<file path="src/rtl/tcw_pkg.sv">
// Shared types and constants for the text console writer.
`default_nettype none

package tcw_pkg;

   // Screen geometry
   localparam int COLUMNS    = 80;
   localparam int ROWS       = 25;
   localparam int CELL_COUNT = COLUMNS * ROWS;
   localparam int ADDR_W     = $clog2(CELL_COUNT);

   // Fixed field widths
   localparam int CMD_W  = 2;
   localparam int CHAR_W = 8;
   localparam int COL_W  = 7;
   localparam int ROW_W  = 5;
   localparam int CELL_W = 16;

   // Command codes
   localparam logic [CMD_W-1:0] CMD_PUT   = 2'd0;
   localparam logic [CMD_W-1:0] CMD_CLEAR = 2'd1;
   localparam logic [CMD_W-1:0] CMD_READ  = 2'd2;

   // Special characters and the blank cell
   localparam logic [CHAR_W-1:0] CHAR_CR    = 8'd13;
   localparam logic [CHAR_W-1:0] CHAR_LF    = 8'd10;
   localparam logic [CELL_W-1:0] BLANK_CELL = 16'h0020;

   typedef struct packed {
      logic [CMD_W-1:0]  command;
      logic [CHAR_W-1:0] char_code;
      logic [CHAR_W-1:0] color;
      logic [ROW_W-1:0]  read_row;
      logic [COL_W-1:0]  read_col;
   } req_type;

   typedef struct packed {
      logic [COL_W-1:0]  cursor_col;
      logic [ROW_W-1:0]  cursor_row;
      logic [CELL_W-1:0] cell_word;
      logic              scrolled;
   } rsp_type;

   // Controller to datapath
   typedef struct packed {
      logic load_req;
      logic exec;
      logic write_char;
      logic col_zero;
      logic col_inc;
      logic line_inc;
      logic scroll_start;
      logic clear_start;
      logic sweep_write;
      logic read_capture;
      logic load_rsp;
   } ctl_cmd_type;

   // Datapath to controller
   typedef struct packed {
      logic is_put;
      logic is_clear;
      logic is_read;
      logic is_cr;
      logic is_lf;
      logic last_col;
      logic last_row;
      logic sweep_last;
      logic rsp_free;
   } dp_status_type;

   typedef enum logic [2:0] {
      ST_BOOT,
      ST_IDLE,
      ST_EXEC,
      ST_READ,
      ST_SCROLL,
      ST_CLEAR,
      ST_RESULT
   } state_type;

endpackage

`default_nettype wire

</file>
<file path="src/rtl/tcw_ctrl.sv">
// Controller state machine for the text console writer.
`default_nettype none

module tcw_ctrl
   import tcw_pkg::*;
(
   input  wire logic          clock,
   input  wire logic          reset,
   input  wire logic          req_valid,
   output logic               req_stall,
   input  wire dp_status_type status,
   output ctl_cmd_type        cmd
);

   state_type state_ff;
   state_type state_in;
   logic      new_line;

   // A line break is needed after a line feed or a character in the last column
   assign new_line = status.is_lf || (!status.is_cr && status.last_col);

   always_ff @(posedge clock) begin
      if (reset) begin
         state_ff <= ST_BOOT;
      end else begin
         state_ff <= state_in;
      end
   end

   // Next state
   always_comb begin
      state_in = state_ff;
      case (state_ff)
         ST_BOOT: begin
            if (status.sweep_last) state_in = ST_IDLE;
         end
         ST_IDLE: begin
            if (req_valid) state_in = ST_EXEC;
         end
         ST_EXEC: begin
            state_in = ST_RESULT;
            if (status.is_put) begin
               if (new_line && status.last_row) state_in = ST_SCROLL;
            end else if (status.is_clear) begin
               state_in = ST_CLEAR;
            end else if (status.is_read) begin
               state_in = ST_READ;
            end
         end
         ST_READ:   state_in = ST_RESULT;
         ST_SCROLL: begin
            if (status.sweep_last) state_in = ST_RESULT;
         end
         ST_CLEAR: begin
            if (status.sweep_last) state_in = ST_RESULT;
         end
         ST_RESULT: begin
            if (status.rsp_free) state_in = ST_IDLE;
         end
         default:   state_in = ST_BOOT;
      endcase
   end

   // Outputs
   always_comb begin
      cmd       = '0;
      req_stall = 1'b1;
      case (state_ff)
         ST_BOOT: begin
            cmd.sweep_write = 1'b1;
         end
         ST_IDLE: begin
            req_stall    = 1'b0;
            cmd.load_req = req_valid;
         end
         ST_EXEC: begin
            cmd.exec = 1'b1;
            if (status.is_put) begin
               cmd.write_char = !status.is_cr && !status.is_lf;
               if (status.is_cr) begin
                  cmd.col_zero = 1'b1;
               end else if (new_line) begin
                  cmd.col_zero     = 1'b1;
                  cmd.line_inc     = !status.last_row;
                  cmd.scroll_start = status.last_row;
               end else begin
                  cmd.col_inc = 1'b1;
               end
            end else if (status.is_clear) begin
               cmd.clear_start = 1'b1;
            end
         end
         ST_READ: begin
            cmd.read_capture = 1'b1;
         end
         ST_SCROLL, ST_CLEAR: begin
            cmd.sweep_write = 1'b1;
         end
         ST_RESULT: begin
            cmd.load_rsp = status.rsp_free;
         end
         default: begin
            cmd = '0;
         end
      endcase
   end

endmodule

`default_nettype wire

</file>
<file path="config.mk">
export PLATFORM = sky130hd
export DESIGN_NAME = tcw_ctrl
export DESIGN_NICKNAME = d
export VERILOG_FILES = /design/src/rtl/tcw_pkg.sv /design/src/rtl/tcw_ctrl.sv
export SDC_FILE = /design/constraint.sdc
export NUM_CORES = 1
export LEC_CHECK = 0
export BUFFER_PORTS_ARGS = -buffer_cell sky130_fd_sc_hd__buf_2
export CAP_MARGIN = 10
export CORE_AREA = 8 8 45 47
export CTS_BUF_LIST = sky130_fd_sc_hd__clkbuf_8
export CTS_CLUSTER_SIZE = 24
export DETAILED_ROUTE_END_ITERATION = 16
export DIE_AREA = 0 0 53 55
export GPL_TIMING_DRIVEN = 0
export SLEW_MARGIN = 25
export SYNTH_ARGS = -nofsm -noshare
export SYNTH_HDL_FRONTEND = slang
export SYNTH_SLANG_ARGS = --single-unit
</file>
<file path="constraint.sdc">
create_clock -name clock -period 2.6 [get_ports clock]
set_clock_uncertainty 0.2 [all_clocks]
set_input_delay 0.52 -clock clock [delete_from_list [all_inputs] [get_ports clock]]
set_output_delay 0.52 -clock clock [all_outputs]
set_load 0.02 [all_outputs]
</file>
==> impl_metrics.csv, run 1 <==
group,metric,value,unit
sta,rsz0062_at_grt,"false",
cells_and_area,regMostFlops,"state_ff",
global_routing,grt_max_degree,11,
cts,cts_buffers,3,
setup_path,path_max_fanout,8,
yosys,synth_ff_type,"dfxtp_1",
cts,cts_tree,"built",
status,status,"complete, no violations",
cts,cts_buffer_depth,2,
yosys,synth_edf_count,0,
sta,fmax,454.8,MHz
global_routing,grt.total_usage,8.292,%
hold_path,hold_path.startpoint,"reset",
global_routing,grt_pass1_wl,1883,µm
detailed_routing,via_count,479,
setup_path,crit_family,"simple AND/OR/NAND/NOR gates",
setup_path,criticalPathCategory,"flip-flop to output pin",
die,core-area,1384,µm²
cells_and_area,reg.largest.list,"state_ff (3)",
detailed_routing,dr.first_iter.drc_count,6,
setup_path,rr_worst_depth,5,
place,dpl.hpwl,913.1,µm
yosys,async_flop_share,0,%
setup_path,startpoint,"state_ff[2]",
yosys,ys_seq_area_share,15.43,%
yosys,ys_ff_latch,3,
detailed_routing,wl,1122,µm
power,ir_drop,0.0002372,V
sta,tns,0,ps
yosys,post-synth-top-count-cell,"nor2_1",
yosys,syn_area_per_cell,7.075,µm²
setup_path,start_kind,"flip-flop",
sta,finalCriticalPeriod,2199,ps
sta,slew_viol_final,0,
cts,clock_sinks,3,
setup_path,slowest_delay,400,ps
cells_and_area,final_nets,95,
cells_and_area,largest_reg_flops,3,
cells_and_area,antenna_cells,0,
die,start_util,28.12,%
setup_path,arrival,1480,ps
cts,clkTransAtPathRegs,30,ps
global_routing,grt_pass1_vias,489,
cts,htree_levels,1,
setup_path,crit_buf_inv,1,
place,gp_congestion,0.7317,
cts,cts-resized-gates,0,
yosys,synth.top_cell.area_share,15.43,%
yosys,yosysWarnings,0,
global_routing,grt_antenna_before_repair,0,
die,die-height,55,µm
detailed_routing,routedWlPerCell,11.45,µm
power,p_leak,0.0002661,µW
setup_path,ff2ff_setup_slack,1080,ps
detailed_routing,drtPass1Iterations,4,
yosys,yosys.area.top_type,"dfxtp_1",
run,cap_violations,0,
power,p_total,485.9,µW
die,num_rows,14,
sta,max_slew_margin,77.08,%
detailed_routing,post-route-drc-count,0,
setup_path,rr_endpoint,"state_ff[1]",
cells_and_area,drive_above_1_share,40.24,%
setup_path,worstSetupEndpoint,"cmd[4]",
cells_and_area,syn_to_final_growth,46.30,%
cts,worstSkewPairLatency,210,ps
die,fp.dieW,53,µm
setup_path,r2r_start,"state_ff[0]",
cts,cts_hold_buf,0,
power,powerDensity,853.6,nW/µm²
place,io_buffers,23,
setup_path,crit_cells,5,
sta,setup_viol,0,
cells_and_area,fillers,144,
sta,min_period_over_period,84.57,%
setup_path,slowest_stage,"dfxtp_1",
detailed_routing,routed_via_density,4.888,
cts,post_cts_buffers,0,
setup_path,crit_path_cell_trace,"nand2b_4 > nor2_4 > nand3b_1 > nor3b_1 > buf_2",
sta,worst_pin_slew,343.3,ps
yosys,synth_nets,67,
die,floorplan.die_area,2915,µm²
hold_path,hp-class,"input port to flip-flop",
cts,root_buffer,"clkbuf_8",
setup_path,endpoint_kind,"output pin",
yosys,synth_commonest_cells,"nor2_1, o21ai_0, dfxtp_1, nand2b_1, nor3_1",
yosys,syn_inst,55,
yosys,synth.distinct_cells,27,
global_routing,overflow,0,
yosys,netlist_area,389.1,µm²
sta,final-hold-violation-count,0,
setup_path,worstPathRequired,1880,ps
detailed_routing,ant_nets,0,
die,io_pins,24,
yosys,synthTopCellsByArea,"dfxtp_1, nor2_1, o21ai_0",
## layer usage
layer	vias up	track usage, %	routed length (µm)
met5	-	0	0
met4	0	5.172	0
met3	0	2.674	89
met2	18	13.09	484
met1	212	9.531	549
li1	249	-	-
## placed cells by master, fill, tap and decap left out
cell / instances
buf_6: 1
or2b_1: 1
buf_4: 1
nand3b_1: 1
o211ai_1: 2
or4_1: 1
a31oi_1: 1
nor2b_1: 1
o21ai_0: 6
mux2i_1: 2
nor3b_1: 2
or2b_2: 1
nor2_1: 13
o311a_1: 1
nor4b_1: 1
dfxtp_1: 3
inv_1: 3
nand3_1: 1
a21boi_0: 1
nand2_1: 1
nand2b_4: 1
nor2b_4: 1
o31ai_2: 1
nor2_4: 1
nor3_1: 3
a21oi_1: 2
nand2b_1: 3
clkbuf_8: 3
buf_2: 23
## cell families (layout without fill, tap and decap cells)
kind of cell           after synthesis  after routing  synth area share (%)
buffers and inverters                4             31                 6.754
flip-flops                           3              3                 15.43
multiplexers                         2              2                 5.145
AO/OA/AOI/OAI                       14             14                 23.47
AND/OR/NAND/NOR                     32             32                 49.20
## where the power goes
part           internal, µW  switching [µW]
combinational           116             165
sequential             61.2            15.0
clock                   100            28.8
total                   277             208
## metrics by stage
stage                     util, %  cell area, µm²  worst slack, ps  hold WS, ps  instances
after floorplan                 -           389.1            452.0        382.9         55
after detailed placement    37.88           524.3            600.8        468.5         94
after global placement      37.88           524.3            593.7        467.1         94
after global routing        41.14           569.3            280.9        355.4         98
final                       41.14           569.3            401.1        348.9         98
after CTS                   41.14           569.3            394.1        336.9         98
## worst min path at each step
stage	end	slack, ps	cells after the start
2_1_floorplan	state_ff[2]	380	2
3_3_place_gp	state_ff[2]	470	2
3_5_place_dp	state_ff[0]	470	3
4_1_cts	state_ff[2]	340	2
5_1_grt	state_ff[2]	360	2
6_report	state_ff[2]	350	2
## layout make-up
type | count | area [µm²] | area share, %
multi-input combinational | 48 | 302.8 | 53.19
timing repair buffer | 23 | 115.1 | 20.22
tap | 16 | 20.02 | 3.516
clock buffer | 3 | 41.29 | 7.253
inverter | 2 | 7.507 | 1.319
clock inverter | 1 | 3.754 | 0.6593
buffer | 2 | 18.77 | 3.297
sequential | 3 | 60.06 | 10.55
Note: power is estimated with default switching activity, not from simulation.
==> inputs of run 2 (changes only) <==
- clock period: 2.6 -> 2.1 ns (I/O delays scaled with it)
==> run 2 against run 1 <==
Effect of this change: final area grew 5.9%; combinational power grew 30%; sequential power grew 25%; critical path type unchanged; critical endpoint unchanged.
==> impl_metrics.csv, run 2 (same netlist as run 1, synthesis figures left out) <==
group,metric,value,unit
status,status,"complete, no violations",
detailed_routing,routed_via_density,4.880,
setup_path,criticalPathCategory,"flip-flop to output pin",
cells_and_area,regMostFlops,"state_ff",
cells_and_area,antenna_cells,0,
global_routing,grt_antenna_before_repair,0,
cells_and_area,fin_cells,100,
power,ir_drop,0.0003255,V
detailed_routing,post-route-drc-count,0,
sta,fmax,495.6,MHz
detailed_routing,drtPass1Iterations,2,
cts,worstSkewPairLatency,210,ps
power,powerDensity,1028,nW/µm²
cells_and_area,ff_latch_area,63.81,µm²
sta,finalCriticalPeriod,2018,ps
sta,final-hold-violation-count,0,
place,placed_area,524.3,µm²
cts,cts_buffers,3,
sta,max_slew_margin,85.15,%
sta,setup_viol,0,
setup_path,r2r_start,"state_ff[0]",
die,floorplan.die_area,2915,µm²
global_routing,grt_pass1_wl,1883,µm
place,gp_congestion,0.7317,
run,cap_violations,0,
place,io_buffers,23,
power,p_leak,0.0002771,µW
cts,clock_sinks,3,
die,num_rows,14,
setup_path,endpoint_kind,"output pin",
cts,cts_tree,"built",
global_routing,grt_pass1_vias,489,
die,start_util,28.12,%
die,fp.dieW,53,µm
global_routing,overflow,0,
cells_and_area,mostFrequentLayoutCell,"buf_2",
cells_and_area,drive_above_1_share,45.24,%
cells_and_area,final_util,43.58,%
global_routing,grt.total_usage,8.292,%
hold_path,hold_path.startpoint,"reset",
cells_and_area,multi_input_area,312.8,µm²
detailed_routing,dr.first_iter.drc_count,6,
setup_path,start_kind,"flip-flop",
cells_and_area,syn_to_final_growth,54.98,%
detailed_routing,ant_nets,0,
global_routing,grt_max_degree,11,
sta,worst_pin_slew,219.7,ps
die,io_pins,24,
cells_and_area,final_cell_mix,"buf_2, nor2_1, o21ai_0",
setup_path,arrival,1400,ps
cells_and_area,final_nets,97,
die,die-height,55,µm
place,dp_cells,94,
cts,clkTransAtPathRegs,30,ps
setup_path,startpoint,"state_ff[2]",
sta,whs,234.6,ps
die,core-area,1384,µm²
place,dpl.hpwl,913.1,µm
detailed_routing,via_count,488,
cts,htree_levels,1,
detailed_routing,routedWlPerCell,11.43,µm
setup_path,worstPathRequired,1480,ps
cts,root_buffer,"clkbuf_8",
cells_and_area,fillers,142,
setup_path,slowest_delay,370,ps
sta,slew_viol_final,0,
setup_path,crit_path_cell_trace,"nand2b_4 > nor2_4 > nand3b_1 > nor3b_2 > buf_4",
hold_path,hp-class,"input port to flip-flop",
cells_and_area,reg.largest.list,"state_ff (3)",
sta,tns,0,ps
detailed_routing,wl,1143,µm
cts,cts_buffer_depth,2,
setup_path,slowest_stage,"dfxtp_4",
cells_and_area,fin_area,603.1,µm²
setup_path,path_max_fanout,8,
cells_and_area,largest_reg_flops,3,
sta,min_period_over_period,96.09,%
run 2: cell types whose count changed in the layout (fill, tap and decap cells not counted), sizes merged:
cell | previous run | this run
buf | 25 | 27
run 2: per-stage QoR:
stage | setup slack (ps) | power, µW
after floorplan | 52.04 | 352.3
after global placement | 245.2 | 443.9
after detailed placement | 237.1 | 444.9
after CTS | 57.41 | 610.9
after global routing | -2.933 | 664.6
final | 82.19 | 620.1
run 2: final timing paths:
path,end,slack [ps],cells after the start
setup / recovery,cmd[4],80,5
hold / removal,state_ff[2],230,2
setup reg to reg,state_ff[1],570,5
hold reg to reg,state_ff[2],390,2
run 2: layer usage:
layer  routed length, µm  vias up  track usage, %
met5                   0        -               0
met4                   0        0           5.172
met3                  87        0           2.674
met2                 497       18           13.09
met1                 559      217           9.531
li1                    -      253               -
run 2: repair_timing:
action	4_1_cts	5_1_grt
pin swaps	0	3
endpoints found under the setup margin	1	2
setup buffers	0	2
hold buffers	0	0
resized for setup	1	5
run 2: report_power, final:
group          leakage [µW]  switching [µW]  internal, µW
Sequential        0.0000254            18.4          76.9
Combinational      0.000225             208           157
Clock             0.0000269            35.8           124
Total              0.000277             262           358
run 2: layout make-up:
type                            count  share of cell area [%]
Buffer                              2                   3.112
Clock buffer                        3                   6.846
Clock inverter                      1                  0.6224
Inverter                            2                   1.245
Multi-Input combinational cell     48                   51.87
Sequential cell                     3                   10.58
Tap cell                           16                   3.320
Timing Repair Buffer               25                   22.41
run 2: critical path, delay by kind of cell, from the launching register on:
family,cells,cell delay [ps]
buf+inv,1,160
flops,1,370
simple gates,4,660
==> inputs of run 3 (changes only) <==
- CTS_BUF_LIST: sky130_fd_sc_hd__clkbuf_8 -> sky130_fd_sc_hd__clkbuf_2 sky130_fd_sc_hd__clkbuf_4 sky130_fd_sc_hd__clkbuf_8
- SKIP_LAST_GASP: not set -> 1
==> run 3 against run 2 <==
Effect of this change: sequential share of layout area is the same; wire length increased by 1.2%; cell count is 2.0% higher; final area unchanged; first-iteration DRC count decreased by 33%; critical path depth unchanged; flip-flop and latch count is the same; worst hold slack worse by 18 ps; core utilization is the same; via count rose by 1.2%; worst setup slack improved by 26 ps; critical path type unchanged; largest power group unchanged.
==> impl_metrics.csv, run 3 (same netlist as run 1, synthesis figures left out) <==
group,metric,value,unit
detailed_routing,ant_nets,0,
cells_and_area,regMostFlops,"state_ff",
hold_path,hold_depth,2,
setup_path,rr_endpoint,"state_ff[1]",
setup_path,path_max_fanout,4,
cells_and_area,antenna_cells,0,
setup_path,ff2ff_setup_slack,580,ps
detailed_routing,dr.first_iter.drc_count,4,
detailed_routing,wl,1157,µm
cells_and_area,mostFrequentLayoutCell,"buf_2",
die,floorplan.die_area,2915,µm²
detailed_routing,post-route-drc-count,0,
sta,setup_viol,0,
global_routing,grt_pass1_vias,483,
sta,rsz0062_at_grt,"false",
die,num_rows,14,
sta,tns,0,ps
power,p_total,581.3,µW
hold_path,holdPathEnd,"state_ff[2]",
hold_path,hp-class,"input port to flip-flop",
setup_path,rr_worst_depth,5,
die,core-area,1384,µm²
cells_and_area,syn_to_final_growth,54.98,%
setup_path,slowest_stage,"dfxtp_4",
die,fp.dieW,53,µm
cts,cts_buffer_depth,2,
cts,worstSkewPairLatency,230,ps
setup_path,start_kind,"flip-flop",
setup_path,arrival,1370,ps
cells_and_area,ff_latch_area,63.81,µm²
cells_and_area,largest_reg_flops,3,
detailed_routing,via_count,494,
hold_path,hold_path.startpoint,"reset",
global_routing,grt_pass1_wl,1856,µm
cells_and_area,final_cell_mix,"buf_2, nor2_1, buf_4",
place,io_buffers,23,
setup_path,worstPathRequired,1480,ps
global_routing,grt.total_usage,8.292,%
setup_path,criticalPathCategory,"flip-flop to output pin",
cts,cts_tree,"built",
die,io_pins,24,
sta,finalCriticalPeriod,1992,ps
place,dpl.hpwl,913.1,µm
cells_and_area,drive_above_1_share,47.67,%
global_routing,grt_max_degree,11,
sta,fmax,502.0,MHz
sta,worst_pin_slew,218.8,ps
cells_and_area,multi_input_area,312.8,µm²
run,cap_violations,0,
setup_path,crit_path_cell_trace,"nand2b_4 > nor2_4 > nand3b_1 > nor3b_2 > buf_4",
power,p_leak,0.0002794,µW
die,die-height,55,µm
cts,clock_sinks,3,
cells_and_area,reg.largest.list,"state_ff (3)",
global_routing,overflow,0,
cts,clkTransAtPathRegs,40,ps
cts,root_buffer,"clkbuf_4",
detailed_routing,routedWlPerCell,11.34,µm
detailed_routing,drtPass1Iterations,4,
cts,cts_hold_buf,0,
die,start_util,28.12,%
setup_path,endpoint_kind,"output pin",
power,ir_drop,0.0003438,V
cells_and_area,fillers,143,
cells_and_area,final_nets,99,
sta,slew_viol_final,0,
status,status,"complete, no violations",
cts,cts_buffers,3,
setup_path,slowest_delay,340,ps
global_routing,grt_antenna_before_repair,0,
sta,max_slew_margin,85.21,%
cts,htree_levels,1,
power,powerDensity,964.0,nW/µm²
place,gp_congestion,0.7317,
sta,final-hold-violation-count,0,
sta,min_period_over_period,94.86,%
detailed_routing,routed_via_density,4.843,
setup_path,r2r_start,"state_ff[0]",
[run 3: cell count changes in the layout (fill, tap and decap cells not counted)]
cell	previous run	this run
inv_1	3	2
buf_4	5	7
clkbuf_8	3	0
clkbuf_4	0	4
[run 3: through the flow]
step,hold WS [ps],area (µm²),util [%],setup slack (ps),cells
after floorplan,289.1,389.1,-,52.04,55
after global placement,458.3,524.3,37.88,245.2,94
after detailed placement,459.2,524.3,37.88,237.1,94
after CTS,211.5,555.5,40.14,43.75,98
after global routing,220.5,603.1,43.58,22.08,102
final,216.2,603.1,43.58,107.9,102
[run 3: repair_timing]
item | CTS | global route
endpoints found under the setup margin | 2 | 2
buffers inserted | 0 | 4
gates resized for setup | 1 | 5
pin swaps | 0 | 3
[run 3: where the power goes]
group	total [µW]	internal, µW	switching (µW)
logic	380	164	215
registers	89.2	76.6	12.6
clock network	112	84.0	28.5
total	581	325	257
[run 3: final cells by class]
type                            count  share of cell area (%)
Inverter                            2                   1.245
Buffer                              2                   3.112
Sequential cell                     3                   10.58
Multi-Input combinational cell     48                   51.87
Timing Repair Buffer               27                   24.90
Tap cell                           16                   3.320
Clock buffer                        4                   4.979
[run 3: worst max path at each step]
| stage | from | end | slack (ps) | cells after the start |
|---|---|---|---|---|
| floorplan | state_ff[2] | cmd[4] | 50 | 4 |
| global placement | state_ff[2] | cmd[4] | 250 | 5 |
| detailed placement | state_ff[2] | cmd[4] | 240 | 5 |
| CTS | state_ff[2] | cmd[4] | 40 | 5 |
| global route | state_ff[2] | cmd[4] | 20 | 5 |
| finish | state_ff[2] | cmd[4] | 110 | 5 |
[run 3: metal layers]
layer	routed length [µm]	part of all wire (%)	vias up	track usage, %
li1	-	-	258	-
met1	565	49	218	9.531
met2	497	43	18	12.50
met3	94	8.1	0	3.476
met4	0	0	0	5.172
met5	0	0	-	0
[run 3: critical path: cells and delay by family (launching register included)]
kind                   cells  cell delay (ps)
AND/OR/NAND/NOR            4              650
flip-flops                 1              340
buffers and inverters      1              160
